$ cat src/rtl/s2dec_pkg.sv
// Shared types, constants and functions for the signed integer to decimal ASCII unit.
// No dependencies.
package s2dec_pkg;

	localparam int ValueWidth    = 32;
	localparam int NumDigits     = 10;
	localparam int BcdWidth      = 4 * NumDigits;
	localparam int NumStages     = 4;
	localparam int StepsPerStage = ValueWidth / NumStages;
	localparam int IdxWidth      = 4;
	localparam int CharWidth     = 6;

	localparam logic [CharWidth-1:0] AsciiZero  = 6'd48;
	localparam logic [CharWidth-1:0] AsciiMinus = 6'd45;

	// one value on its way through the shift-and-add-3 conversion
	typedef struct packed {
		logic                  neg;
		logic [BcdWidth-1:0]   bcd;
		logic [ValueWidth-1:0] bin;
	} work_t;

	// one shift-and-correct iteration
	function automatic work_t dabble_step(input work_t w);
		work_t r;
		logic [BcdWidth-1:0] adj;
		adj = w.bcd;
		for (int d = 0; d < NumDigits; d++) begin
			if (adj[d*4 +: 4] >= 4'd5) begin
				adj[d*4 +: 4] = adj[d*4 +: 4] + 4'd3;
			end
		end
		r.neg = w.neg;
		{r.bcd, r.bin} = {adj[BcdWidth-2:0], w.bin, 1'b0};
		return r;
	endfunction

	function automatic work_t dabble_run(input work_t w);
		work_t r;
		r = w;
		for (int s = 0; s < StepsPerStage; s++) begin
			r = dabble_step(r);
		end
		return r;
	endfunction

	function automatic logic bcd_ok(input logic [BcdWidth-1:0] b);
		logic ok;
		ok = 1'b1;
		for (int d = 0; d < NumDigits; d++) begin
			if (b[d*4 +: 4] > 4'd9) begin
				ok = 1'b0;
			end
		end
		return ok;
	endfunction

endpackage

$ cat src/rtl/s2dec_bcd_pipe.sv
// Binary to BCD conversion pipeline, StepsPerStage iterations per register stage.
// Depends on s2dec_pkg.
module s2dec_bcd_pipe
	import s2dec_pkg::*;
(
	input  logic  clk,
	input  logic  arst_n,
	input  logic  in_valid,
	output logic  in_ready,
	input  work_t in_data,
	output logic  out_valid,
	input  logic  out_ready,
	output work_t out_data
);

	logic [NumStages-1:0] vld_s;
	work_t                dat_s [NumStages];
	logic [NumStages-1:0] src_vld;
	work_t                src_dat [NumStages];
	logic [NumStages:0]   rdy;

	assign rdy[NumStages] = out_ready;

	for (genvar k = 0; k < NumStages; k++) begin : g_stage
		if (k == 0) begin : g_first
			assign src_vld[k] = in_valid;
			assign src_dat[k] = in_data;
		end else begin : g_next
			assign src_vld[k] = vld_s[k-1];
			assign src_dat[k] = dat_s[k-1];
		end

		assign rdy[k] = !vld_s[k] || rdy[k+1];

		always_ff @(posedge clk or negedge arst_n) begin
			if (!arst_n) begin
				vld_s[k] <= 1'b0;
			end else if (rdy[k]) begin
				vld_s[k] <= src_vld[k];
			end
		end

		always_ff @(posedge clk) begin
			if (rdy[k] && src_vld[k]) begin
				dat_s[k] <= dabble_run(src_dat[k]);
			end
		end
	end

	assign in_ready  = rdy[0];
	assign out_valid = vld_s[NumStages-1];
	assign out_data  = dat_s[NumStages-1];

	// every binary bit has been shifted into the BCD field
	a_bin_drained: assert property (@(posedge clk) disable iff (!arst_n)
		out_valid |-> out_data.bin == '0)
		else $error("binary bits left after last stage");

	a_bcd_digits: assert property (@(posedge clk) disable iff (!arst_n)
		out_valid |-> bcd_ok(out_data.bcd))
		else $error("BCD digit above nine");

endmodule

$ cat src/rtl/s2dec_emitter.sv
// Character serializer: turns one BCD word into a run of ASCII beats.
// Depends on s2dec_pkg.
module s2dec_emitter
	import s2dec_pkg::*;
(
	input  logic                 clk,
	input  logic                 arst_n,
	input  logic                 in_valid,
	output logic                 in_ready,
	input  work_t                in_data,
	output logic                 out_valid,
	input  logic                 out_stall,
	output logic [CharWidth-1:0] character,
	output logic                 last
);

	logic                 valid_q;
	logic                 last_q;
	logic [CharWidth-1:0] char_q;
	logic [BcdWidth-1:0]  bcd_q;
	logic [IdxWidth-1:0]  idx_q;

	logic                load;
	logic                adv;
	logic [IdxWidth-1:0] lead;
	logic [3:0]          lead_dig;
	logic [3:0]          cur_dig;

	function automatic logic [3:0] digit_at(input logic [BcdWidth-1:0] b,
		input logic [IdxWidth-1:0] idx);
		logic [3:0] r;
		r = 4'd0;
		for (int d = 0; d < NumDigits; d++) begin
			if (idx == IdxWidth'(d)) begin
				r = b[d*4 +: 4];
			end
		end
		return r;
	endfunction

	// highest nonzero digit; zero keeps a single digit
	always_comb begin
		lead = '0;
		for (int d = 0; d < NumDigits; d++) begin
			if (in_data.bcd[d*4 +: 4] != 4'd0) begin
				lead = IdxWidth'(d);
			end
		end
	end

	assign lead_dig = digit_at(in_data.bcd, lead);
	assign cur_dig  = digit_at(bcd_q, idx_q);

	assign in_ready = !valid_q || (!out_stall && last_q);
	assign load     = in_ready && in_valid;
	assign adv      = valid_q && !out_stall && !last_q;

	always_ff @(posedge clk or negedge arst_n) begin
		if (!arst_n) begin
			valid_q <= 1'b0;
			last_q  <= 1'b0;
		end else if (load) begin
			valid_q <= 1'b1;
			last_q  <= !in_data.neg && (lead == '0);
		end else if (adv) begin
			last_q <= (idx_q == '0);
		end else if (valid_q && !out_stall) begin
			valid_q <= 1'b0;
		end
	end

	always_ff @(posedge clk) begin
		if (load) begin
			bcd_q <= in_data.bcd;
			if (in_data.neg) begin
				char_q <= AsciiMinus;
				idx_q  <= lead;
			end else begin
				char_q <= AsciiZero + {2'b00, lead_dig};
				idx_q  <= lead - 1'b1;
			end
		end else if (adv) begin
			char_q <= AsciiZero + {2'b00, cur_dig};
			idx_q  <= idx_q - 1'b1;
		end
	end

	assign out_valid = valid_q;
	assign character = char_q;
	assign last      = last_q;

	a_run_continues: assert property (@(posedge clk) disable iff (!arst_n)
		valid_q && !last_q |=> valid_q)
		else $error("run ended without last beat");

	a_minus_not_last: assert property (@(posedge clk) disable iff (!arst_n)
		valid_q && char_q == AsciiMinus |-> !last_q)
		else $error("minus sign flagged last");

	a_char_legal: assert property (@(posedge clk) disable iff (!arst_n)
		valid_q |-> char_q == AsciiMinus || (char_q >= AsciiZero && char_q <= 6'd57))
		else $error("illegal character");

endmodule

$ cat src/rtl/signed_int_to_decimal_ascii_unit.sv
// Top level: signed 32-bit integer to decimal ASCII character stream.
// Depends on s2dec_pkg, s2dec_bcd_pipe, s2dec_emitter.
//
//  Channel | Signals                      | Direction | Beat
//  --------+------------------------------+-----------+-------------------------------
//  input   | in_valid, in_stall, value    | in        | one signed 32-bit value
//  output  | out_valid, out_stall,        | out       | one ASCII character, last
//          | character, last              |           | flags the end of the value
//
// Path: stage 1 forms sign and magnitude, four stages run eight shift-and-add-3
// iterations each, then the serializer loads its first character. The serializer
// emits one character per cycle while out_stall is low, so a value occupies the
// output for 1 to 11 character beats (minus sign plus digit count); that
// serializer sets the sustained rate, and the pipeline fills behind it.
// Reset clears only valid bits and serializer control; data registers are not reset.
// A stalled output holds the current character; stall backs up stage by stage,
// so only full stages hold and bubbles are squeezed out.
module signed_int_to_decimal_ascii_unit
	import s2dec_pkg::*;
(
	input  logic                   clk,
	input  logic                   arst_n,
	input  logic                   in_valid,
	output logic                   in_stall,
	input  logic signed [ValueWidth-1:0] value,
	output logic                   out_valid,
	input  logic                   out_stall,
	output logic [CharWidth-1:0]   character,
	output logic                   last
);

	logic  vld_s1;
	work_t dat_s1;
	logic  rdy_s1;

	logic  pipe_in_ready;
	logic  pipe_out_valid;
	work_t pipe_out_data;
	logic  emit_ready;

	logic [ValueWidth-1:0] raw;
	logic [ValueWidth-1:0] mag;

	// magnitude in unsigned arithmetic, so the most negative value maps to 2^31
	assign raw = value;
	assign mag = raw[ValueWidth-1] ? (~raw + 1'b1) : raw;

	assign rdy_s1   = !vld_s1 || pipe_in_ready;
	assign in_stall = !rdy_s1;

	always_ff @(posedge clk or negedge arst_n) begin
		if (!arst_n) begin
			vld_s1 <= 1'b0;
		end else if (rdy_s1) begin
			vld_s1 <= in_valid;
		end
	end

	always_ff @(posedge clk) begin
		if (rdy_s1 && in_valid) begin
			dat_s1.neg <= raw[ValueWidth-1];
			dat_s1.bcd <= '0;
			dat_s1.bin <= mag;
		end
	end

	s2dec_bcd_pipe u_bcd_pipe (
		.clk       (clk),
		.arst_n    (arst_n),
		.in_valid  (vld_s1),
		.in_ready  (pipe_in_ready),
		.in_data   (dat_s1),
		.out_valid (pipe_out_valid),
		.out_ready (emit_ready),
		.out_data  (pipe_out_data)
	);

	s2dec_emitter u_emitter (
		.clk       (clk),
		.arst_n    (arst_n),
		.in_valid  (pipe_out_valid),
		.in_ready  (emit_ready),
		.in_data   (pipe_out_data),
		.out_valid (out_valid),
		.out_stall (out_stall),
		.character (character),
		.last      (last)
	);

endmodule

$ cat config.mk
export PLATFORM = sky130hd
export DESIGN_NAME = signed_int_to_decimal_ascii_unit
export DESIGN_NICKNAME = d
export VERILOG_FILES = /design/src/rtl/s2dec_pkg.sv /design/src/rtl/s2dec_bcd_pipe.sv /design/src/rtl/s2dec_emitter.sv /design/src/rtl/signed_int_to_decimal_ascii_unit.sv
export SDC_FILE = /design/constraint.sdc
export NUM_CORES = 1
export LEC_CHECK = 0
export BUFFER_PORTS_ARGS = -buffer_cell sky130_fd_sc_hd__buf_2
export CAP_MARGIN = 20
export CELL_PAD_IN_SITES_DETAIL_PLACEMENT = 0
export CELL_PAD_IN_SITES_GLOBAL_PLACEMENT = 1
export CORE_MARGIN = 1
export CORE_UTILIZATION = 55
export CTS_BUF_LIST = sky130_fd_sc_hd__clkbuf_4 sky130_fd_sc_hd__clkbuf_8
export DETAILED_ROUTE_END_ITERATION = 6
export PLACE_DENSITY_LB_ADDON = 0.1
export SLEW_MARGIN = 20
export SYNTH_ARGS = -nofsm -noshare
export SYNTH_HDL_FRONTEND = slang
export SYNTH_SLANG_ARGS = --single-unit
$ cat constraint.sdc
create_clock -name clk -period 19.6 [get_ports clk]
set_input_delay 0 -clock clk [delete_from_list [all_inputs] [get_ports clk]]
set_output_delay 0 -clock clk [all_outputs]
set_load 0.005 [all_outputs]
# ---- Word level (Yosys, flattened, before mapping)
# Memory sizes are Yosys's and may differ from the RTL's.
# Cells that the tools add are included.
dict set report totals {
  regBits 90
  mem_bits_rw 260
  in_bits 36
  output_inout_bits 9
  word_cells 1229
  n_memories 1
}
# name words width rd rd_clocked_by_memory_dff write_ports line_no
set memory_table {}
lappend memory_table {u_bcd_pipe.dat_s 4 65 4 0 4 s2dec_bcd_pipe.sv:17} ;# work_t dat_s [NumStages];
dict set report classes {
  n_addsub 280
  magnitude_cmp 275
  eq_ne 19
  mux 600
  n_bitwise 1
  reduce_logical 40
}
# op n
set op_table {}
lappend op_table {{$mux W4} 534}
lappend op_table {{$ge A4 B3 Y1 const B} 275}
lappend op_table {{$add A4 B2 Y4 const B} 251}
lappend op_table {{$mux W3} 48}
lappend op_table {{$add A3 B2 Y3 const B} 24}
lappend op_table {{$reduce_bool A4 Y1} 9}
lappend op_table {{$add A32 B1 Y32 const B} 1}
lappend op_table {{$eq A4 B3 Y1 const B} 8}
lappend op_table {{$not A32 Y32} 1}
lappend op_table {{$mux W31} 1}
lappend op_table {{$mux W6} 3}
lappend op_table {{$eq A4 B2 Y1 const B} 4}
lappend op_table {{$eq A4 B4 Y1 const B} 4}
lappend op_table {{$mux W1} 14}
lappend op_table {{$add A5 B5 Y6 const A} 2}
lappend op_table {{$logic_and A1 B1 Y1} 10}
lappend op_table {{$logic_not A1 Y1} 10}
lappend op_table {{$eq A4 B1 Y1 const B} 2}
lappend op_table {{$logic_not A4 Y1} 2}
lappend op_table {{$sub A4 B1 Y4 const B} 2}
lappend op_table {{$logic_or A1 B1 Y1} 6}
lappend op_table {{$reduce_bool A2 Y1} 2}
lappend op_table {{$ne A2 B1 Y1 const B} 1}
lappend op_table {{$reduce_and A2 Y1} 1}

# ---- Logic depth before layout (Yosys ltp)
dict set report depth {
  depth_word 30
  ltp_mapped 38
  mapped_depth_nobuf 36
}

# ---- Cells and area by module
# A second synthesis with hierarchy kept.
dict set report unflattened {
  cells_unflattened 6681
  hier_area_um2 50161.9
}
# module n_inst cells_per_inst area_each_um2 seq_area_each_um2
set by_module_without_submodules {}
lappend by_module_without_submodules {s2dec_bcd_pipe 1 6265 45454.8 6466.2}
lappend by_module_without_submodules {s2dec_emitter 1 274 2855.2 1521.5}
lappend by_module_without_submodules {signed_int_to_decimal_ascii_unit 1 142 1851.8 1016.0}

# ---- Worst setup path before layout
# Ideal clock, no wire load.
dict set report synth_timing {
  path_kind {register to register}
  startpoint {memory u_bcd_pipe.dat_s[2][52] (netlist name)}
  endpoint {memory u_bcd_pipe.dat_s[3][62] (netlist name) (data pin)}
  setup_time_ps 269
  arrival_ps 6687
  required_ps 19331
  slack_ps 12644
  path_stages_with_launch 35
  path_buffers 0
  synth_period_minus_slack_ps 6956
  cell_sequence {edfxtp_1 -> inv_1 -> ha_1 -> inv_1 -> ha_1 -> a21oi_2 -> xnor2_1 -> inv_1 -> ha_1 -> nor2b_1 -> mux2i_1 -> a2111oi_0 -> nor2_1 -> inv_2 -> ha_1 -> o21ba_2 -> o221ai_1 -> a2111oi_2 -> or3_1 -> and2_1 -> ha_1 -> or3_1 -> a31oi_1 -> mux2i_1 -> or2_2 -> nor2b_1 -> xnor2_1 -> nand2_1 -> ha_1 -> a21oi_1 -> xnor2_1 -> ha_1 -> nand2b_1 -> a21boi_0 -> mux2i_1}
}
# item line_no
set synth_rtl {}
lappend synth_rtl {{start: declaration} s2dec_bcd_pipe.sv:17}

==> results.py <==
metrics = {
    "synthesis": {
        "ys_ff_latch": 243,
        "syn_nets": 3699,
        "synth-edff-count": 236,
        "synth_area_leaders": "edfxtp_1 (25%), ha_1 (6.5%), a21oi_1 (4.5%), nor2_1 (4.2%), nand2_1 (3.8%)",
        "synth_top_area_cell": "edfxtp_1",
        "yosys_warnings": 0,
        "synth-main-ff-cell": "edfxtp_1",
        "synth_top_cell_area_share_pct": 24.9,
        "synth_area_per_cell_sq_um": 8.10,
        "postSynthCellCount": 3516,
        "synth.distinct_cells": 135,
        "syn_area_sq_mm": 0.0285,
        "ys_seq_area_share_pct": 25.5,
        "async_reset_ff_share_pct": 2.88,
    },
    "finish": {
        "post-route-util_pct": 60.3,
        "fin_nets": 3740,
        "fillCellCount": 4398,
        "final_cell_mix": "nor2_1 (322), nand2_1 (286), a21oi_1 (255), edfxtp_1 (236), o21ai_0 (197)",
        "layout-drive-gt1-share_pct": 9.74,
        "diodes": 0,
        "final_area_sq_mm": 0.0309,
        "final_common_cell": "nor2_1",
        "area_growth_pct": 8.31,
    },
    "die": {
        "dieArea_sq_mm": 0.0527,
        "die_width_microns": 230,
        "die_height_microns": 230,
        "initial_utilization_pct": 55.6,
        "rows": 83,
        "fp.coreArea_sq_mm": 0.0512,
        "num_io_pins": 45,
    },
    "run_status": {
        "status": "completed",
    },
    "sta": {
        "fin_skew_ps": 32.2,
        "fin_tns_setup_ps": 0,
        "min_period_over_period_pct": 40.8,
        "fin_crit_ps": 8000,
        "fmax_mhz": 125,
        "finalHoldViolations": 0,
        "holdWs_ps": 129,
        "maxSlewHeadroom_pct": 34.7,
        "report.final.slew_viol_count": 0,
        "max_slew.worst_pin.slew_ps": 953,
        "rsz0062_at_grt": "no",
        "setup_violations": 0,
    },
    "clock_tree": {
        "clockRootBuffer": "clkbuf_8",
        "postCtsResizedCells": 0,
        "cts_setup_buffers": 0,
        "cts_hold_buf": 63,
        "cts.htree.levels": 2,
        "clock_sinks": 243,
        "ctsLongestPathBuffers": 3,
        "clk_latency_ps": 630,
        "clkSlewWorstSetupHoldPaths_ps": 70,
        "numCtsBuffers": 46,
        "tritoncts": "yes",
    },
    "grt": {
        "antenna_found_initial": 0,
        "track_usage_pct": 24.3,
        "grt_max_degree": 43,
        "grt_pass1_wl_mm": 112,
        "gr-total-overflow": 0,
        "grt_pass1_vias": 24600,
    },
    "route": {
        "detail-route-antenna-nets": 0,
        "drtIter0Drc": 1716,
        "wl_mm": 65.7,
        "first_pass_iters": 6,
        "num_vias": 26600,
        "via_per_inst": 6.22,
        "post_drt_wl_per_cell_microns": 15.4,
        "drc": 0,
    },
    "placed_design": {
        "gp_congestion": 0.851,
        "dpl.hpwl_mm": 48.4,
        "placed_area_sq_mm": 0.0291,
        "io_buffer_count": 43,
    },
    "worst_hold_path": {
        "hp-class": "in2reg",
        "min_to": "dat_s1[0]",
        "holdCritStartpoint": "value[0]",
        "whs_path_depth": 2,
    },
    "worst_setup_path": {
        "endpoint_kind": "flip-flop",
        "reg2reg_from": "u_bcd_pipe.dat_s[2][52]",
        "reg2reg_depth": 34,
        "cpPeakStageDelay_ps": 610,
        "path_buf_inv": 4,
        "reg2reg_slack_ps": 11600,
        "r2r-end": "u_bcd_pipe.dat_s[3][62]",
        "cp.required_ps": 19970,
        "worst-setup-path-type": "reg2reg",
        "worstSetupStartpointType": "flip-flop",
        "path_delay_family": "compound AO/OA/AOI/OAI gates",
        "cp_common_cell": "ha_1",
        "crit_fanout": 6,
        "slowest_stage": "a2111oi_0",
        "arrival_ps": 8370,
    },
    "flow_run": {
        "maxCapViolations": 0,
    },
}
## per-layer routing
metal,wire [microns],up-vias,GRT usage [%],part of all wire (%)
li1,-,13500,-,-
met2,31700,513,42.3,48
met4,1110,0,6.21,1.7
met3,2220,93,2.59,3.4
met1,30600,12500,31.8,47
met5,0,-,0,0
## sequential cells by signal, indices dropped and copies added (netlist names)
register / count
u_emitter.out_valid: 1
dat_s1: 33
u_bcd_pipe.out_valid: 1
u_bcd_pipe.src_vld: 3
u_emitter.character: 5
u_emitter.last: 1
u_emitter.bcd_q: 40
u_bcd_pipe.dat_s: 154
vld_s1: 1
u_emitter.idx_q: 4
## layout make-up
cell class | instances | area (sq um) | share of cell area, %
multi-input combinational | 2944 | 20000 | 64.7
sequential | 243 | 7260 | 23.5
inverter | 203 | 767 | 2.49
clock buffer | 66 | 802 | 2.60
tap | 680 | 851 | 2.76
timing repair buffer | 119 | 956 | 3.10
clock inverter | 19 | 243 | 0.787
## synthesized netlist by cell type (32+ instances only)
cell type,count
nor2_1,322
nand2_1,286
a21oi_1,255
edfxtp_1,236
o21ai_0,197
inv_1,180
ha_1,147
nor3_1,109
xnor2_1,106
mux2i_1,94
clkbuf_1,84
nand3_1,74
nand2b_1,72
o21ai_1,64
o211ai_1,63
and2_1,62
a211oi_1,54
a31oi_1,51
a21o_1,48
mux2_2,48
o21a_1,47
or3_1,45
a22oi_1,42
o22ai_1,42
nor2b_1,37
nor4_1,34
o31ai_1,33
xor2_1,33
or2_2,32
## cells by family (layout without fill, tap and decap cells)
family	count (synthesis)	in the layout	synth area share, %
fa+ha+maj	154	154	6.71
mux	153	153	5.73
xor+xnor	151	151	5.02
buf+inv	329	407	4.60
simple gates	1208	1208	21.0
flops	243	243	25.5
other cells	1	1	0.0132
compound gates	1277	1277	31.5
## worst reg2reg max path, delay by kind of cell (launching register included)
family          cells  cell delay [ps]
xor+xnor            3              800
compound gates      8             2330
flops               1              480
buf+inv             4              380
mux                 3              350
simple gates        9             1930
fa+ha+maj           7             1460
## how the worst max path moves through the flow
stage,start,end,slack [ps],depth (start not counted)
after floorplan,u_bcd_pipe.dat_s[2][52],u_bcd_pipe.dat_s[3][62],12640,34
after detailed placement,u_bcd_pipe.dat_s[0][24],u_bcd_pipe.dat_s[1][29],11550,30
after CTS,u_bcd_pipe.dat_s[0][24],u_bcd_pipe.dat_s[1][29],11500,30
final,u_bcd_pipe.dat_s[2][52],u_bcd_pipe.dat_s[3][62],11600,34
after global placement,u_bcd_pipe.dat_s[0][24],u_bcd_pipe.dat_s[1][29],11970,30
after global routing,u_bcd_pipe.dat_s[2][52],u_bcd_pipe.dat_s[3][61],10940,34
## metrics by stage
step                      worst slack, ps  instances
final                               11600       4274
after detailed placement            11550       4125
after floorplan                     12640       3516
after global routing                10940       4274
after global placement              11970       4125
after CTS                           11500       4273
Power is left out: the tool's default activity adds up to more than one toggle a clock period on the data nets, which glitch-free logic cannot reach.
